===== config.mk =====
export PLATFORM = sky130hd
export DESIGN_NAME = dwcs_div
export DESIGN_NICKNAME = d
export VERILOG_FILES = /design/src/hw/rtl/dwcs_pkg.sv /design/src/hw/rtl/dwcs_div.sv
export VERILOG_INCLUDE_DIRS = /design/src /design/src/hw/rtl
export SDC_FILE = /design/constraint.sdc
export NUM_CORES = 1
export LEC_CHECK = 0
export ABC_CLOCK_PERIOD_IN_PS = 4100
export BUFFER_PORTS_ARGS = -buffer_cell sky130_fd_sc_hd__buf_2
export CAP_MARGIN = 20
export CORE_ASPECT_RATIO = 0.7
export CORE_MARGIN = 10
export CORE_UTILIZATION = 57
export CTS_CLUSTER_SIZE = 40
export DETAILED_ROUTE_END_ITERATION = 7
export PLACE_DENSITY = 0.81
export SYNTH_ARGS = -nofsm -noshare
export SYNTH_HDL_FRONTEND = slang
export SYNTH_SLANG_ARGS = --single-unit
export TNS_END_PERCENT = 5

===== constraint.sdc =====
create_clock -name i_clk -period 4.1 [get_ports i_clk]
set_input_delay 0.82 -clock i_clk [delete_from_list [all_inputs] [get_ports i_clk]]
set_output_delay 0.82 -clock i_clk [all_outputs]
set_load 0.01 [all_outputs]

===== src/hw/rtl/assert_macros.svh =====
`ifndef ASSERT_MACROS_SVH
`define ASSERT_MACROS_SVH

// Clocked check with active-low reset masking.
`define CHK_RST(label, clk, rst_n, prop) \
    label: assert property (@(posedge clk) disable iff (!rst_n) prop) \
        else $error("check failed");

// Clocked check that also holds during reset.
`define CHK_ANY(label, clk, prop) \
    label: assert property (@(posedge clk) prop) else $error("check failed");

`endif


===== src/hw/rtl/dwcs_pkg.sv =====
`timescale 1ns / 1ps
`default_nettype none
package dwcs_pkg;

    localparam int DWCS_MEM_WORDS = 65536;
    localparam int REG_COUNT      = 10;
    localparam int REG_IW         = 4;

    localparam logic [19:0] ADDR_LIMIT  = 20'd999999;
    localparam logic [31:0] WORD_LIMIT  = 32'd999999999;
    localparam logic [31:0] DEC_DIVISOR = 32'd1000000;
    // ceil(2^50 / 1000000); quotient = (word * DEC_RECIP) >> 50, exact for 32-bit words
    localparam logic [30:0] DEC_RECIP   = 31'd1125899907;
    localparam logic [19:0] START_RESET = 20'd100;

    localparam logic [2:0] ST_LOADED  = 3'd0;
    localparam logic [2:0] ST_REJECT  = 3'd1;
    localparam logic [2:0] ST_EXEC    = 3'd2;
    localparam logic [2:0] ST_WROTE   = 3'd3;
    localparam logic [2:0] ST_HALTED  = 3'd4;
    localparam logic [2:0] ST_ERRSTOP = 3'd5;
    localparam logic [2:0] ST_NOTRUN  = 3'd6;

    localparam logic [1:0] RUN_GO   = 2'd0;
    localparam logic [1:0] RUN_HALT = 2'd1;
    localparam logic [1:0] RUN_ERR  = 2'd2;

    localparam logic [6:0] OPC_ADD   = 7'd1;
    localparam logic [6:0] OPC_SUB   = 7'd2;
    localparam logic [6:0] OPC_MUL   = 7'd3;
    localparam logic [6:0] OPC_DIV   = 7'd4;
    localparam logic [6:0] OPC_LOAD  = 7'd5;
    localparam logic [6:0] OPC_STORE = 7'd6;
    localparam logic [6:0] OPC_READ  = 7'd7;
    localparam logic [6:0] OPC_WRITE = 7'd8;
    localparam logic [6:0] OPC_BR    = 7'd9;
    localparam logic [6:0] OPC_BRN   = 7'd10;
    localparam logic [6:0] OPC_BRZ   = 7'd11;
    localparam logic [6:0] OPC_BRP   = 7'd12;
    localparam logic [6:0] OPC_HALT  = 7'd13;
    localparam logic [6:0] OPC_ERR   = 7'd14;

    localparam logic OP_LOAD = 1'b0;
    localparam logic OP_STEP = 1'b1;

    typedef struct packed {
        logic               op;
        logic [19:0]        address;
        logic signed [31:0] data;
    } t_in_word;

    typedef struct packed {
        logic [2:0]         status;
        logic signed [31:0] out_value;
        logic               data_used;
        logic [19:0]        next_pc;
    } t_out_word;

    typedef struct packed {
        logic        start;
        logic [31:0] dividend;
        logic [31:0] divisor;
    } t_div_req;

    typedef struct packed {
        logic        busy;
        logic        done;
        logic [31:0] quot;
    } t_div_rsp;

endpackage
`default_nettype wire


===== src/hw/rtl/dwcs_div.sv =====
`timescale 1ns / 1ps
`default_nettype none
`include "assert_macros.svh"
// Unsigned restoring divider, one quotient bit per cycle; done is set together with the last quotient bit.
module dwcs_div (
    input  wire logic              i_clk,
    input  wire logic              i_rst_n,
    input  wire dwcs_pkg::t_div_req i_req,
    output dwcs_pkg::t_div_rsp     o_rsp
);
    import dwcs_pkg::*;

    logic        r_busy;
    logic        r_done;
    logic [4:0]  r_cnt;
    logic [31:0] r_quo;
    logic [31:0] r_rem;
    logic [31:0] r_dvs;
    logic [32:0] rem_sh;
    logic [32:0] rem_sub;

    assign rem_sh  = {r_rem, r_quo[31]};
    assign rem_sub = rem_sh - {1'b0, r_dvs};

    always_ff @(posedge i_clk) begin
        if (!i_rst_n) begin
            r_busy <= 1'b0;
            r_done <= 1'b0;
            r_cnt  <= '0;
        end else begin
            r_done <= 1'b0;
            if (i_req.start) begin
                r_busy <= 1'b1;
                r_cnt  <= '0;
                r_quo  <= i_req.dividend;
                r_rem  <= '0;
                r_dvs  <= i_req.divisor;
            end else if (r_busy) begin
                if (!rem_sub[32]) begin
                    r_rem <= rem_sub[31:0];
                    r_quo <= {r_quo[30:0], 1'b1};
                end else begin
                    r_rem <= rem_sh[31:0];
                    r_quo <= {r_quo[30:0], 1'b0};
                end
                r_cnt <= r_cnt + 5'd1;
                if (r_cnt == 5'd31) begin
                    r_busy <= 1'b0;
                    r_done <= 1'b1;
                end
            end
        end
    end

    assign o_rsp.busy = r_busy;
    assign o_rsp.done = r_done;
    assign o_rsp.quot = r_quo;

    `CHK_RST(a_start_idle, i_clk, i_rst_n, i_req.start |-> !r_busy)
    `CHK_RST(a_nonzero_dvs, i_clk, i_rst_n, i_req.start |-> (i_req.divisor != 32'd0))
    `CHK_RST(a_done_after_busy, i_clk, i_rst_n, r_done |-> $past(r_busy))

endmodule
`default_nettype wire

==> flow_results.org <==
** Route
- TritonRoute pass-1 iters :: 5
- Remaining DRCs :: 0
- Total wirelength of the detailed-routed design :: roughly 13,000 um
- Vias :: 4,175
- Number of nets still failing antenna checks after routing :: 0
- Number of design-rule violations left by the first detailed-router iteration :: 357
- Dividing the detail-routed wire length by the instance count gives 17.7 um.
- Vias per inst :: 5.69

** STA
- For the pin with the worst max-slew slack, the measured transition is 769 ps.
- The final critical path takes up 86.5% of the cycle.
- The worst pin sits at a relative slew slack of around half.
- RSZ-0062 raised after global routing :: no
- After layout, the worst setup slack is 552 ps.
- Setup TNS :: 0 ps
- The final-report hold violation count is 0.
- Worst Hold Slack :: 506 ps
- Final Critical Period :: around 3500 ps
- Across the routed clock network, the largest skew measured is 10.2 ps.
- Timing would allow up to 0.282 GHz.
- Slew Viols, Final :: 0
- Final number of setup-violating endpoints :: 0

** Synthesis
- Dominant register cell in the synthesized netlist :: sky130_fd_sc_hd__edfxtp_1
- The synthesized design devotes to its leading area cell type 49.0% of total area.
- Yosys attributes the largest share of cell area to sky130_fd_sc_hd__edfxtp_1, sky130_fd_sc_hd__ha_1, sky130_fd_sc_hd__mux2_2.
- Unique masters post-synth :: 56
- A synthesized cell averages 11.6 um2.
- Syn nets :: 610
- For this run, the register share of the synthesized area comes to about half.
- Counting flops with a built-in enable in the synthesized netlist gives 96.
- Synthesis produced 508 cells.
- Yosys reg bits :: slightly above 100
- Synthesized cell area :: 5880 um2
- The biggest area contributor in the post-synthesis netlist is sky130_fd_sc_hd__edfxtp_1.
- Yosys printed 0 warnings.
- Fraction of registers with async set or reset after synthesis :: 0%

** Setup path
- Crit Path Class :: reg -> reg
- Category of the worst setup path capture point :: register
- In this design, the stage delay of the slowest critical-path cell is 410 ps.
- The critical path starts at r_quo[31].
- In this run the critical register-to-register path is launched from r_quo[31].
- Data on the critical path is required at its endpoint by 4190 ps.
- Traced cell by cell, the critical path runs through inv_1 -> ha_1 -> fa_1 -> nand2b_1 -> a21oi_1 -> nor4b_1 -> o211ai_2 -> a31oi_2 -> o31ai_4 -> xor2_4 -> buf_12 -> mux2i_1 -> nor2_1.
- Slack of the worst reg-to-reg path :: 550 ps
- Count of buffering cells on the critical path with inverters included :: 2
- The kind of cell with the highest combined delay along the critical path is compound AO/OA/AOI/OAI gates.
- The critical path runs through a total of 13 cells.
- Counting cells, the worst reg-to-reg path comes to 13.
- The largest individual stage delay along the critical path comes from the cell sky130_fd_sc_hd__fa_1.
- Along the worst path, the maximum fanout reaches 16.
- STA classifies the critical path startpoint as a register.
- Data arrives at the worst endpoint at 3640 ps.
- In this run the critical register-to-register path is captured at r_rem[11].

** Power
- Leakage power :: about 2.9 nW
- VDD sags by at most 0.239 mV.
- Total power density per cell area :: 444 nW/um2

** Final layout
- Leaving out fill and tap cells, the most frequent cells in the layout are sky130_fd_sc_hd__buf_2, sky130_fd_sc_hd__edfxtp_1, sky130_fd_sc_hd__nor2_1.
- Layout cell share with drive strength beyond 1 :: 27.1%
- With fillers left out, the area of the finished cells amounts to 6800 um2.
- The library cell used most frequently in the layout, excluding fill and tap cells, is sky130_fd_sc_hd__buf_2.
- From synthesis to final layout, the design area changed by 15.6%.
- Layout net count :: 703
- Antenna Diode Count :: 0

** Global routing
- Total track usage :: 17.3%
- Pin count of the biggest net entering global routing :: 52
- The number of global-route vias before repair is 4,280.
- The total overflow left after global routing is 0.
- The initial antenna violation count was 0.
- The first global-routing pass estimated between 20,000 and 25,000 um of wire.

** Die
- 101 I/O pins were placed.
- From left edge to right edge, the die measures between 100 and 150 um.
- For this configuration, the core starts out at a cell density of between 50% and 60%.
- After floorplanning, the core was sized to cover approximately 9900 um2.
- The die is 105 um tall.
- The floorplan has 30 rows.
- Overall die area :: 14,900 um2

** Worst hold path
- The worst hold path terminates at r_cnt[4].
- In this run the worst hold path is classified as reg -> reg.
- Origin of the worst min-delay path :: r_cnt[4]
- Along the worst hold path, the cell count comes to 2.

** Clock tree
- TritonCTS built the clock tree.
- The number of setup buffers added after CTS is 0.
- Clock-pin slew was measured on the worst setup and hold paths at 80 ps.
- Post-cts sizing count :: 0
- Clock tree synthesis selected as its root buffer the cell sky130_fd_sc_hd__clkbuf_16.
- No sink is reached through more buffers than the 2 on the longest clock path.
- TritonCTS buffer count :: 9
- Number of H-tree levels :: 3
- Count of clock tree sinks :: 103
- After clock tree synthesis, the flow added hold-fix buffers numbering 0.
- For the worst-skew pair, the clock arrives at the later sink with an insertion delay of roughly 350 ps.

** Placed design
- Routability cong. :: 0.913
- Summed over all nets, the half-perimeter wirelength after detailed placement is 9690 um.
- Number of buffer cells added on primary ports :: 100
- Before CTS, the worst setup slack after placement is 568 ps.
- Total cell area at the placement stage :: roughly 6500 um2

** Run
- The tool flagged a number of max-cap violations equal to 0.

** Status
- Result of the run :: complete, no violations
==> cell families (layout without fill, tap and decap cells) <==
| family | count (synthesis) | in the layout | synth area share [%] |
|---|---|---|---|
| AOI/OAI and AO/OA | 106 | 106 | 11.9 |
| muxes | 60 | 60 | 10.9 |
| and+or+nand+nor | 113 | 113 | 9.06 |
| DFF | 103 | 103 | 51.4 |
| adders and majority gates | 35 | 35 | 7.57 |
| xor gates and xnor gates | 30 | 30 | 4.78 |
| buffers and inverters | 61 | 159 | 4.49 |
==> worst register-to-register path: stages, from the launching register on <==
cell and delay, ps:
sky130_fd_sc_hd__edfxtp_1 360, sky130_fd_sc_hd__inv_1 60, sky130_fd_sc_hd__ha_1 220, sky130_fd_sc_hd__fa_1 420, sky130_fd_sc_hd__nand2b_1 180, sky130_fd_sc_hd__a21oi_1 280
sky130_fd_sc_hd__nor4b_1 110, sky130_fd_sc_hd__o211ai_2 230, sky130_fd_sc_hd__a31oi_2 180, sky130_fd_sc_hd__o31ai_4 330, sky130_fd_sc_hd__xor2_4 400, sky130_fd_sc_hd__buf_12 230
sky130_fd_sc_hd__mux2i_1 230, sky130_fd_sc_hd__nor2_1 60
==> metal layers <==
layer | share of wire, % | vias up | track usage (%)
met3 | 6.6 | 18 | 5.43
met4 | 1.6 | 0 | 5.17
met1 | 44 | 1973 | 21.5
li1 | - | 2034 | -
met5 | 0 | - | 0
met2 | 48 | 150 | 28.3
==> cell usage after synthesis, drive strengths merged, types with 2 or more instances <==
cell     instances
ha              34
buf              9
dfxtp            7
xnor2           15
mux2            31
nor3b            3
a21boi           3
o2111ai          2
a21oi           34
o31ai            3
o21a             9
a21o            11
o21ai           22
o21bai           3
nor2b            2
a2111oi          2
edfxtp          96
nand2           30
nand2b           4
o211ai           6
nand4            8
xor2            15
nor2            49
and2             4
a31oi            5
a211oi           3
nand3            2
and3             3
nor3             2
mux2i           29
inv             38
clkbuf          14
==> area by class of cell <==
class / count / area [um2]
flip-flops and latches: 103 / 3020
repair buffers: 105 / 588
clock inverters: 7 / 66.3
fillers: 719 / 3070
well taps: 128 / 160
clock buffers: 9 / 225
inverters: 38 / 143
multi-input cells: 344 / 2600
==> state kept, by name, indices dropped and copies added, names as in the netlist <==
name	cells
r_dvs	32
r_quo	32
r_rem	32
r_cnt	5
r_busy	1
r_done	1
==> stage by stage <==
| stage | util (%) | cells | total power, mW |
|---|---|---|---|
| floorplan | - | 508 | 1.98 |
| global placement | 66.0 | 718 | 2.16 |
| detailed placement | 66.0 | 718 | 2.19 |
| CTS | 68.9 | 734 | 3.03 |
| global route | 68.9 | 734 | 3.17 |
| finish | 68.9 | 734 | 3.02 |
==> report_power, final <==
group | switching, mW | total [mW] | internal [mW]
Sequential | 0.0469 | 1.31 | 1.27
Clock | 0.410 | 0.836 | 0.426
Combinational | 0.480 | 0.871 | 0.391
Total | 0.936 | 3.02 | 2.08
==> how the worst max path moves through the flow <==
stage           endpoint  slack [ps]
6_report       r_rem[11]         550
5_1_grt        r_rem[26]         260
4_1_cts        r_rem[11]         550
3_5_place_dp   r_rem[17]         570
3_3_place_gp   r_rem[16]         680
2_1_floorplan  r_rem[11]         920
Power figures use the tool's default switching activity.
